<file path="src/rtl/md5_pkg.sv">
// Shared types, constants and round tables for the MD5 block compression core.
package md5_pkg;

  localparam int unsigned WordW      = 32;
  localparam int unsigned BlockWords = 16;
  localparam int unsigned Rounds     = 64;
  localparam int unsigned IdxW       = $clog2(BlockWords);
  localparam int unsigned RoundW     = $clog2(Rounds);
  localparam int unsigned RotW       = $clog2(WordW);

  typedef logic [WordW-1:0]  word_t;
  typedef logic [IdxW-1:0]   idx_t;
  typedef logic [RoundW-1:0] round_t;
  typedef logic [RotW-1:0]   rot_t;

  typedef struct packed {
    word_t a;
    word_t b;
    word_t c;
    word_t d;
  } md5_state_t;

  localparam idx_t   LastWord  = idx_t'(BlockWords - 1);
  localparam round_t LastRound = round_t'(Rounds - 1);

  localparam md5_state_t InitChain = '{
    a: 32'h67452301,
    b: 32'hEFCDAB89,
    c: 32'h98BADCFE,
    d: 32'h10325476
  };

  // Additive constants, one per round, from the integer part of 2^32 * abs(sin(round + 1)).
  function automatic word_t md5_sine(round_t rnd);
    word_t k;
    case (rnd)
      6'd0:  k = 32'hD76AA478;  6'd1:  k = 32'hE8C7B756;
      6'd2:  k = 32'h242070DB;  6'd3:  k = 32'hC1BDCEEE;
      6'd4:  k = 32'hF57C0FAF;  6'd5:  k = 32'h4787C62A;
      6'd6:  k = 32'hA8304613;  6'd7:  k = 32'hFD469501;
      6'd8:  k = 32'h698098D8;  6'd9:  k = 32'h8B44F7AF;
      6'd10: k = 32'hFFFF5BB1;  6'd11: k = 32'h895CD7BE;
      6'd12: k = 32'h6B901122;  6'd13: k = 32'hFD987193;
      6'd14: k = 32'hA679438E;  6'd15: k = 32'h49B40821;
      6'd16: k = 32'hF61E2562;  6'd17: k = 32'hC040B340;
      6'd18: k = 32'h265E5A51;  6'd19: k = 32'hE9B6C7AA;
      6'd20: k = 32'hD62F105D;  6'd21: k = 32'h02441453;
      6'd22: k = 32'hD8A1E681;  6'd23: k = 32'hE7D3FBC8;
      6'd24: k = 32'h21E1CDE6;  6'd25: k = 32'hC33707D6;
      6'd26: k = 32'hF4D50D87;  6'd27: k = 32'h455A14ED;
      6'd28: k = 32'hA9E3E905;  6'd29: k = 32'hFCEFA3F8;
      6'd30: k = 32'h676F02D9;  6'd31: k = 32'h8D2A4C8A;
      6'd32: k = 32'hFFFA3942;  6'd33: k = 32'h8771F681;
      6'd34: k = 32'h6D9D6122;  6'd35: k = 32'hFDE5380C;
      6'd36: k = 32'hA4BEEA44;  6'd37: k = 32'h4BDECFA9;
      6'd38: k = 32'hF6BB4B60;  6'd39: k = 32'hBEBFBC70;
      6'd40: k = 32'h289B7EC6;  6'd41: k = 32'hEAA127FA;
      6'd42: k = 32'hD4EF3085;  6'd43: k = 32'h04881D05;
      6'd44: k = 32'hD9D4D039;  6'd45: k = 32'hE6DB99E5;
      6'd46: k = 32'h1FA27CF8;  6'd47: k = 32'hC4AC5665;
      6'd48: k = 32'hF4292244;  6'd49: k = 32'h432AFF97;
      6'd50: k = 32'hAB9423A7;  6'd51: k = 32'hFC93A039;
      6'd52: k = 32'h655B59C3;  6'd53: k = 32'h8F0CCC92;
      6'd54: k = 32'hFFEFF47D;  6'd55: k = 32'h85845DD1;
      6'd56: k = 32'h6FA87E4F;  6'd57: k = 32'hFE2CE6E0;
      6'd58: k = 32'hA3014314;  6'd59: k = 32'h4E0811A1;
      6'd60: k = 32'hF7537E82;  6'd61: k = 32'hBD3AF235;
      6'd62: k = 32'h2AD7D2BB;  6'd63: k = 32'hEB86D391;
      default: k = '0;
    endcase
    return k;
  endfunction

  // Left rotate amount, selected by stage and position in a group of four.
  function automatic rot_t md5_rot(round_t rnd);
    rot_t s;
    case ({rnd[RoundW-1 -: 2], rnd[1:0]})
      4'd0:  s = 5'd7;   4'd1:  s = 5'd12;  4'd2:  s = 5'd17;  4'd3:  s = 5'd22;
      4'd4:  s = 5'd5;   4'd5:  s = 5'd9;   4'd6:  s = 5'd14;  4'd7:  s = 5'd20;
      4'd8:  s = 5'd4;   4'd9:  s = 5'd11;  4'd10: s = 5'd16;  4'd11: s = 5'd23;
      4'd12: s = 5'd6;   4'd13: s = 5'd10;  4'd14: s = 5'd15;  4'd15: s = 5'd21;
      default: s = '0;
    endcase
    return s;
  endfunction

  // Message word used by a round; only the low index bits matter, so the
  // products wrap in IdxW bits.
  function automatic idx_t md5_msg_idx(round_t rnd);
    idx_t r;
    idx_t g;
    r = rnd[IdxW-1:0];
    case (rnd[RoundW-1 -: 2])
      2'd0:    g = r;
      2'd1:    g = (r << 2) + r + idx_t'(1);
      2'd2:    g = (r << 1) + r + idx_t'(5);
      2'd3:    g = (r << 3) - r;
      default: g = r;
    endcase
    return g;
  endfunction

endpackage

</file>
<file path="src/rtl/md5_round.sv">
// One MD5 round: round function, additions, rotate and state shift.
module md5_round (
  input  md5_pkg::md5_state_t st_i,
  input  md5_pkg::word_t      kw_i,
  input  md5_pkg::round_t     round_i,
  output md5_pkg::md5_state_t st_o
);

  md5_pkg::word_t f;
  md5_pkg::word_t sum;
  md5_pkg::rot_t  amt;
  logic [2*md5_pkg::WordW-1:0] rot_wide;
  md5_pkg::word_t rotated;

  always_comb begin
    case (round_i[md5_pkg::RoundW-1 -: 2])
      2'd0:    f = ((st_i.c ^ st_i.d) & st_i.b) ^ st_i.d;
      2'd1:    f = (st_i.d & st_i.b) | (~st_i.d & st_i.c);
      2'd2:    f = st_i.b ^ st_i.c ^ st_i.d;
      2'd3:    f = st_i.c ^ (st_i.b | ~st_i.d);
      default: f = '0;
    endcase
  end

  // The constant and message word arrive already summed in kw_i.
  assign sum      = st_i.a + f + kw_i;
  assign amt      = md5_pkg::md5_rot(round_i);
  assign rot_wide = {sum, sum} << amt;
  assign rotated  = rot_wide[2*md5_pkg::WordW-1 -: md5_pkg::WordW];

  assign st_o.a = st_i.d;
  assign st_o.b = st_i.b + rotated;
  assign st_o.c = st_i.b;
  assign st_o.d = st_i.c;

endmodule

</file>
<file path="src/rtl/md5_block_compress_core.sv">
// MD5 compression core: buffers sixteen message words and runs 64 rounds per block.
// Each word is accepted in one cycle while the core is loading.
// After the sixteenth word, one round per cycle runs through the shared round
// unit, then a final step adds the working words into the chaining words and
// registers the result; that step waits while an earlier result is not yet taken.
// Reset loads the MD5 initial chaining values and clears the word count.
module md5_block_compress_core (
  input  logic                 clk_i,
  input  logic                 rst_ni,
  input  logic                 in_valid_i,
  output logic                 in_ready_o,
  input  md5_pkg::word_t       msg_word_i,
  input  logic                 new_message_i,
  output logic                 out_valid_o,
  input  logic                 out_ready_i,
  output md5_pkg::word_t       hash_a_o,
  output md5_pkg::word_t       hash_b_o,
  output md5_pkg::word_t       hash_c_o,
  output md5_pkg::word_t       hash_d_o
);

  typedef enum logic [1:0] {
    StLoad,
    StRound,
    StFinal
  } state_e;

  state_e              state_q, state_d;
  md5_pkg::idx_t       wc_q, wc_d;
  md5_pkg::round_t     round_q, round_d;
  md5_pkg::md5_state_t chain_q, chain_d;
  md5_pkg::md5_state_t work_q, work_d;
  md5_pkg::md5_state_t hash_q, hash_d;
  md5_pkg::word_t      kw_q, kw_d;
  logic                out_valid_q, out_valid_d;
  md5_pkg::word_t      buf_q [md5_pkg::BlockWords];
  logic                buf_we;
  md5_pkg::idx_t       buf_idx;
  md5_pkg::round_t     round_nx;
  md5_pkg::md5_state_t round_st;
  logic                in_acc;

  md5_round u_round (
    .st_i    (work_q),
    .kw_i    (kw_q),
    .round_i (round_q),
    .st_o    (round_st)
  );

  assign in_ready_o = (state_q == StLoad);
  assign in_acc     = in_valid_i && in_ready_o;
  assign round_nx   = round_q + md5_pkg::round_t'(1);

  always_comb begin
    state_d     = state_q;
    wc_d        = wc_q;
    round_d     = round_q;
    chain_d     = chain_q;
    work_d      = work_q;
    kw_d        = kw_q;
    hash_d      = hash_q;
    out_valid_d = out_valid_q && !out_ready_i;
    buf_we      = 1'b0;
    buf_idx     = wc_q;
    case (state_q)
      StLoad: begin
        if (in_acc) begin
          buf_we = 1'b1;
          if (new_message_i) begin
            // A flag mid-block drops the partial block and restarts at word zero.
            chain_d = md5_pkg::InitChain;
            buf_idx = '0;
            wc_d    = md5_pkg::idx_t'(1);
          end else if (wc_q == md5_pkg::LastWord) begin
            wc_d    = '0;
            round_d = '0;
            work_d  = chain_q;
            kw_d    = md5_pkg::md5_sine('0) + buf_q[md5_pkg::md5_msg_idx('0)];
            state_d = StRound;
          end else begin
            wc_d = wc_q + md5_pkg::idx_t'(1);
          end
        end
      end
      StRound: begin
        work_d  = round_st;
        // The constant and message word of the next round are summed ahead.
        kw_d    = md5_pkg::md5_sine(round_nx) + buf_q[md5_pkg::md5_msg_idx(round_nx)];
        round_d = round_nx;
        if (round_q == md5_pkg::LastRound) begin
          state_d = StFinal;
        end
      end
      StFinal: begin
        if (!out_valid_q || out_ready_i) begin
          chain_d.a   = chain_q.a + work_q.a;
          chain_d.b   = chain_q.b + work_q.b;
          chain_d.c   = chain_q.c + work_q.c;
          chain_d.d   = chain_q.d + work_q.d;
          hash_d      = chain_d;
          out_valid_d = 1'b1;
          state_d     = StLoad;
        end
      end
      default: begin
        state_d = StLoad;
      end
    endcase
  end

  always_ff @(posedge clk_i or negedge rst_ni) begin
    if (!rst_ni) begin
      state_q     <= StLoad;
      wc_q        <= '0;
      round_q     <= '0;
      chain_q     <= md5_pkg::InitChain;
      hash_q      <= '0;
      out_valid_q <= 1'b0;
    end else begin
      state_q     <= state_d;
      wc_q        <= wc_d;
      round_q     <= round_d;
      chain_q     <= chain_d;
      hash_q      <= hash_d;
      out_valid_q <= out_valid_d;
    end
  end

  always_ff @(posedge clk_i) begin
    work_q <= work_d;
    kw_q   <= kw_d;
    if (buf_we) begin
      buf_q[buf_idx] <= msg_word_i;
    end
  end

  assign out_valid_o = out_valid_q;
  assign hash_a_o    = hash_q.a;
  assign hash_b_o    = hash_q.b;
  assign hash_c_o    = hash_q.c;
  assign hash_d_o    = hash_q.d;

  a_start_rounds: assert property (@(posedge clk_i) disable iff (!rst_ni)
    (in_acc && !new_message_i && wc_q == md5_pkg::LastWord)
      |=> (state_q == StRound && round_q == '0))
    else $error("rounds did not start after the last word of a block");

  a_round_step: assert property (@(posedge clk_i) disable iff (!rst_ni)
    (state_q == StRound && round_q != md5_pkg::LastRound)
      |=> (state_q == StRound && round_q == $past(round_nx)))
    else $error("round counter did not advance");

  a_count_idle: assert property (@(posedge clk_i) disable iff (!rst_ni)
    (state_q != StLoad) |-> (wc_q == '0))
    else $error("word count nonzero while compressing");

  a_result_from_final: assert property (@(posedge clk_i) disable iff (!rst_ni)
    $rose(out_valid_q) |-> ($past(state_q) == StFinal && state_q == StLoad))
    else $error("result produced outside the finalization step");

endmodule

</file>
<file path="config.mk">
export PLATFORM = sky130hd
export DESIGN_NAME = md5_block_compress_core
export DESIGN_NICKNAME = d
export VERILOG_FILES = /design/src/rtl/md5_pkg.sv /design/src/rtl/md5_round.sv /design/src/rtl/md5_block_compress_core.sv
export SDC_FILE = /design/constraint.sdc
export NUM_CORES = 2
export LEC_CHECK = 0
export BUFFER_PORTS_ARGS = -buffer_cell sky130_fd_sc_hd__clkbuf_2
export CELL_PAD_IN_SITES_DETAIL_PLACEMENT = 2
export CELL_PAD_IN_SITES_GLOBAL_PLACEMENT = 2
export CORE_AREA = 5 5 380 382
export CTS_BUF_LIST = sky130_fd_sc_hd__clkbuf_4 sky130_fd_sc_hd__clkbuf_8
export CTS_CLUSTER_DIAMETER = 200
export CTS_CLUSTER_SIZE = 30
export DETAILED_ROUTE_END_ITERATION = 10
export DIE_AREA = 0 0 385 387
export GPL_TIMING_DRIVEN = 0
export HOLD_SLACK_MARGIN = 0.05
export PLACE_DENSITY = 0.79
export SETUP_SLACK_MARGIN = 0.3
export SLEW_MARGIN = 0
export SYNTH_ARGS = -nofsm -noshare
export SYNTH_HDL_FRONTEND = slang
export SYNTH_SLANG_ARGS = --single-unit
</file>
<file path="constraint.sdc">
create_clock -name clk_i -period 8.25 [get_ports clk_i]
set_clock_uncertainty 0.1 [all_clocks]
set_input_delay 0.4125 -clock clk_i [delete_from_list [all_inputs] [get_ports clk_i]]
set_output_delay 0.4125 -clock clk_i [all_outputs]
set_load 0.05 [all_outputs]
</file>
After elaboration in Yosys (flattened, before gate mapping)
Memory sizes are Yosys's and may differ from the RTL's.
Cells that the tools add are included.
{"block": "totals", "regBits": 429, "mem_bits_rw": 512, "rom_bits": 2128, "output_inout_bits": 130, "word_cells": 116, "n_memories": 3}
{"block": "op_classes", "addsub": 16, "eq_ne": 16, "n_shift": 1, "n_mux": 37, "n_bitwise": 11, "n_reduce_logical": 15}
{"memory": "(name not given)", "words": 64, "width": 32, "read_ports": 1, "rd_clocked_by_memory_dff": 0, "wr": 0, "line_no": "md5_pkg.sv:36", "source": "case (rnd)"}
{"memory": "buf_q", "words": 16, "width": 32, "read_ports": 2, "rd_clocked_by_memory_dff": 0, "wr": 1, "line_no": "md5_block_compress_core.sv:36", "source": "md5_pkg::word_t buf_q [md5_pkg::BlockWords];"}
{"memory": "(name not given)", "words": 16, "width": 5, "read_ports": 1, "rd_clocked_by_memory_dff": 0, "wr": 0, "line_no": "md5_pkg.sv:77", "source": "case ({rnd[RoundW-1 -: 2], rnd[1:0]})"}
{"cell": "two-way mux 128 bit", "count": 6}
{"cell": "one-hot mux 128 bit (2 select lines)", "count": 2}
{"cell": "adder 32 bit", "count": 8}
{"cell": "bitwise XOR 32 bit", "count": 5}
{"cell": "two-way mux 32 bit", "count": 4}
{"cell": "one-hot mux 32 bit (4 select lines)", "count": 1}
{"cell": "bitwise AND 32 bit", "count": 3}
{"cell": "bitwise OR 32 bit", "count": 2}
{"cell": "one-hot mux 32 bit (2 select lines)", "count": 1}
{"cell": "<< shifter 64 x 5 -> 64 bit", "count": 1}
{"cell": "adder 32 bit (first input constant)", "count": 1}
{"cell": "NOT 32 bit", "count": 1}
{"cell": "two-way mux 4 bit", "count": 6}
{"cell": "two-way mux 6 bit", "count": 3}
{"cell": "one-hot mux 4 bit (4 select lines)", "count": 1}
{"cell": "one-hot mux 6 bit (2 select lines)", "count": 1}
{"cell": "equality test 2 bit (second input constant)", "count": 5}
{"cell": "two-way mux 2 bit", "count": 5}
{"cell": "adder 4 x 1 -> 4 bit (second input constant)", "count": 2}
{"cell": "adder 4 bit", "count": 2}
{"cell": "AND reduction 4 bit", "count": 2}
{"cell": "adder 6 x 1 -> 6 bit (second input constant)", "count": 1}
{"cell": "equality test 2 x 1 -> 1 bit (second input constant)", "count": 3}
{"cell": "equality test 6 bit (second input constant)", "count": 1}
{"cell": "other kinds (14)", "count": 29}

Logic depth before layout (Yosys ltp)
{"block": "logic_depth", "ltp_word": 9, "mapped_depth": 40, "ltp_nobuf": 36}

Cells and area by module
From an unflattened synthesis, not the netlist that was laid out.
{"block": "unflattened", "hier_cells": 5401, "hier_area_um2": 56663.1}
{"mod": "md5_block_compress_core", "n_inst": 1, "cells_per_inst": 4082, "area_per_inst_um2": 47356.7, "seq_area_each_um2": 26990.9}
{"mod": "md5_round", "n_inst": 1, "cells_per_inst": 1319, "area_per_inst_um2": 9306.4, "seq_area_each_um2": 0.0}

Least setup slack after synthesis
No wires, ideal clock.
{"block": "synth_timing", "path_type": "register to register", "startpoint": "register round_q[4]", "endpoint": "register work_q[94] (netlist bit), data pin", "setup_time_ps": 267, "arrival_ps": 7882, "t_required_ps": 7883, "setup_slack_ps": 1, "path_stages_with_launch": 39, "cell_sequence": "dfrtp_1 > buf_6 > clkbuf_1 > clkbuf_1 > buf_1 > clkbuf_1 > nor3b_1 > a21oi_1 > nand2_1 > o21ai_0 > o21ai_0 > fa_1 > inv_1 > ha_1 > clkbuf_1 > and4_1 > and2_1 > a221o_1 > [... 3 more ...] > mux4_2 > and2_1 > a311o_1 > o21ai_1 > mux2i_1 > fa_1 > a21oi_1 > o21bai_1 > a211oi_1 > o21ai_0 > a22oi_1 > o211ai_1 > a31o_2 > a21o_1 > a21oi_1 > a21oi_1 > xnor2_1 > o21ai_0"}
{"item": "from (decl)", "line_no": "md5_block_compress_core.sv:30", "source": "md5_pkg::round_t round_q, round_d;"}
{"item": "from (signal assigned)", "line_no": "md5_block_compress_core.sv:122", "source": "round_q <= round_d;"}
{"item": "to (signal assigned)", "line_no": "md5_block_compress_core.sv:130", "source": "work_q <= work_d;"}
{"item": "to (decl)", "line_no": "md5_block_compress_core.sv:32", "source": "md5_pkg::md5_state_t work_q, work_d;"}

==> results.cfg <==
[floorplan]
start_util = 0.396
core_area_mm2 = 0.141
pin_count = 167
rows = 138
die-width_um = 385
fp.dieH_um = 387
dieArea_mm2 = 0.149

[timing]
fin_crit_ns = 8.47
worst_pin_slew_ns = 1.45
grt_setup_unrepaired = true
relSlewSlack = 0.0322
setup_violations = 4
fin_ws_ns = -0.225
final_max_slew_viol_count = 0
period_share = 1.03
clock.fmax_mhz = 118
hold_viol = 0

[layout]
nets = 5838
layout_common_cells = nand2_1, edfxtp_1, a21oi_1
seq_area_mm2 = 0.0270
syn_to_final_growth_pct = 14.7
final_common_cell = nand2_1
multiInputGateArea_mm2 = 0.0292
drive_gt1_frac = 0.204
nFillCells = 14361
layout.cells.non_filler = 7437

[logic_synthesis]
avgSynthCellArea_um2 = 10.8
synth_seq_cells = 941
synth_area_mm2 = 0.0557
syn_nets = 5474
syn_inst = 5155
synth_flop_cell = edfxtp_1
yosys_warnings = 0
synth_edf_count = 672
netlist-cell-type-count = 96
synthArstFlopShare = 0.286
yosysSeqAreaShare = 0.484

[setup_path]
start_kind = flop
cpMaxStageDelayCell = fa_1
cp-end-kind = flop
cp.required_ns = 8.74
cp.arrival_ns = 8.97
cp_max_fo = 10
slowest_delay_ns = 0.64
ff2ff_path_depth = 38
worstSetupPathType = reg2reg

[clock_network]
cts.sink_count = 941
insertion_delay_ns = 0.87
clk_path_buf_depth = 3
cts_root_buf = clkbuf_8
clk_pin_slew_ns = 0.21
ctsHtreeMaxLevel = 2
numCtsBuffers = 37
cts_tree = yes

[grt]
overflow = 0
grt_pass1_wl_mm = 357
grt_max_degree = 108
grt_pass1_vias = 50038
grt.total_usage = 0.324
antenna_found_initial = 6

[run]
maxCapViolations = 0

[place]
gp_congestion = 1.01
io_buffer_count = 166
post-dp-hpwl_mm = 187
dp_cells = 7240

[hold_path]
min_delay_path_depth = 4
hold_path.class = in2reg

[drt]
drt_iter0_drc = 4207
vias = 46874
drc_errors = 0
ant_nets = 0
routedWlPerCell_um = 33.8
drt-vias-per-instance = 6.30
routed_wirelength_mm = 252
dr.pass1.iters = 6

[outcome]
outcome = finished with violations
violations = setup timing
==> layout make-up <==
| cell class | count | share of cell area |
|---|---|---|
| inverters | 156 | 0.00943 |
| flip-flops and latches | 941 | 0.422 |
| repair buffers | 325 | 0.0393 |
| well taps | 1890 | 0.0370 |
| multi-input cells | 3782 | 0.456 |
| plain buffers | 276 | 0.0245 |
| clock inverters | 5 | 0.000900 |
| clock buffers | 57 | 0.0103 |
| diodes | 5 | 0.000196 |
==> flip-flops by register name (all words and copies together) (netlist names) <==
name and count:
buf_q 512, chain_q 128, hash_a_o 32, out_valid_o 1, hash_d_o 32, work_q 128, hash_b_o 32, kw_q 32
state_q 2, round_q 6, wc_q 4, hash_c_o 32
==> repair_timing <==
action | 4_1_cts | 5_1_grt
setup endpoints to repair | 64 | 25
gates cloned | 3 | 2
pin swaps | 91 | 75
gates resized for setup | 433 | 183
hold buffers | 37 | 0
endpoints found under the hold margin | 679 | 0
buffers inserted | 50 | 38
==> worst max-delay path: cells and delay by family (launching register included) <==
kind / cells / cell delay, ns
AOI/OAI and AO/OA: 20 / 3.83
muxes: 2 / 0.64
xor gates and xnor gates: 2 / 0.35
adders and majority gates: 4 / 1.30
DFF: 1 / 0.48
and+or+nand+nor: 3 / 0.32
buffers and inverters: 7 / 1.17
==> synthesized netlist by cell type (32+ instances only) <==
cell	count	share of area
a211oi_1	88	0.012
inv_1	153	0.010
buf_2	35	0.0031
nand3_1	73	0.0066
clkbuf_1	206	0.014
fa_1	41	0.015
and2_1	42	0.0047
dfstp_2	64	0.030
nand2b_1	44	0.0049
nor3_1	85	0.0076
edfxtp_1	672	0.36
mux2_2	117	0.024
o211ai_1	38	0.0051
a21oi_1	461	0.041
nor2_1	293	0.020
mux4_2	135	0.055
o21bai_1	32	0.0043
a31oi_1	59	0.0066
buf_1	33	0.0022
mux2i_1	111	0.020
nor2b_1	75	0.0084
o21a_1	43	0.0058
o22a_1	51	0.0080
nand2_1	719	0.048
o21ai_0	288	0.026
a21o_1	127	0.017
dfrtp_1	205	0.092
xor2_1	77	0.012
ha_1	241	0.054
xnor2_1	143	0.022
==> logic make-up after synthesis <==
logic type / after synthesis / synth area share
mux: 364 / 0.0983
simple gates: 1471 / 0.118
xor+xnor: 222 / 0.0354
flops: 941 / 0.484
buf+inv: 432 / 0.0301
compound gates: 1443 / 0.165
fa+ha+maj: 282 / 0.0688
==> layer usage <==
layer	vias up	global-route usage	wire length, um
met3	482	0.0456	14700
met4	0	0.141	13500
met2	1674	0.554	123000
met5	-	0	0
met1	24878	0.411	101000
li1	19840	-	-
==> metrics by stage <==
step | cell area, um2 | hold WS [ns] | setup TNS, ns | worst slack, ns | utilization
6_report | 63900 | 0.130 | -0.540 | -0.225 | 0.454
5_1_grt | 63900 | 0.158 | -1.46 | -0.340 | 0.454
4_1_cts | 62800 | 0.0730 | -0.0442 | -0.0306 | 0.446
3_5_place_dp | 59600 | 0.232 | -144.64 | -3.65 | 0.423
3_3_place_gp | 58900 | 0.360 | -132.34 | -3.37 | 0.419
2_1_floorplan | 55700 | 0.0169 | 0 | 0.304 | -
==> final timing paths <==
kind	from	end	slack, ns
hold reg to reg	hash_b_o[28]	hash_b_o[28]	0.40
min in group asynchronous	rst_ni	chain_q[94]	0.61
setup reg to reg	round_q[5]	work_q[94]	-0.22
max in group asynchronous	rst_ni	chain_q[92]	6.07
setup / recovery	round_q[5]	work_q[94]	-0.22
hold / removal	in_valid_i	wc_q[3]	0.13
Power is left out: the tool's default activity adds up to more than one toggle a clock period on the data nets, which glitch-free logic cannot reach.
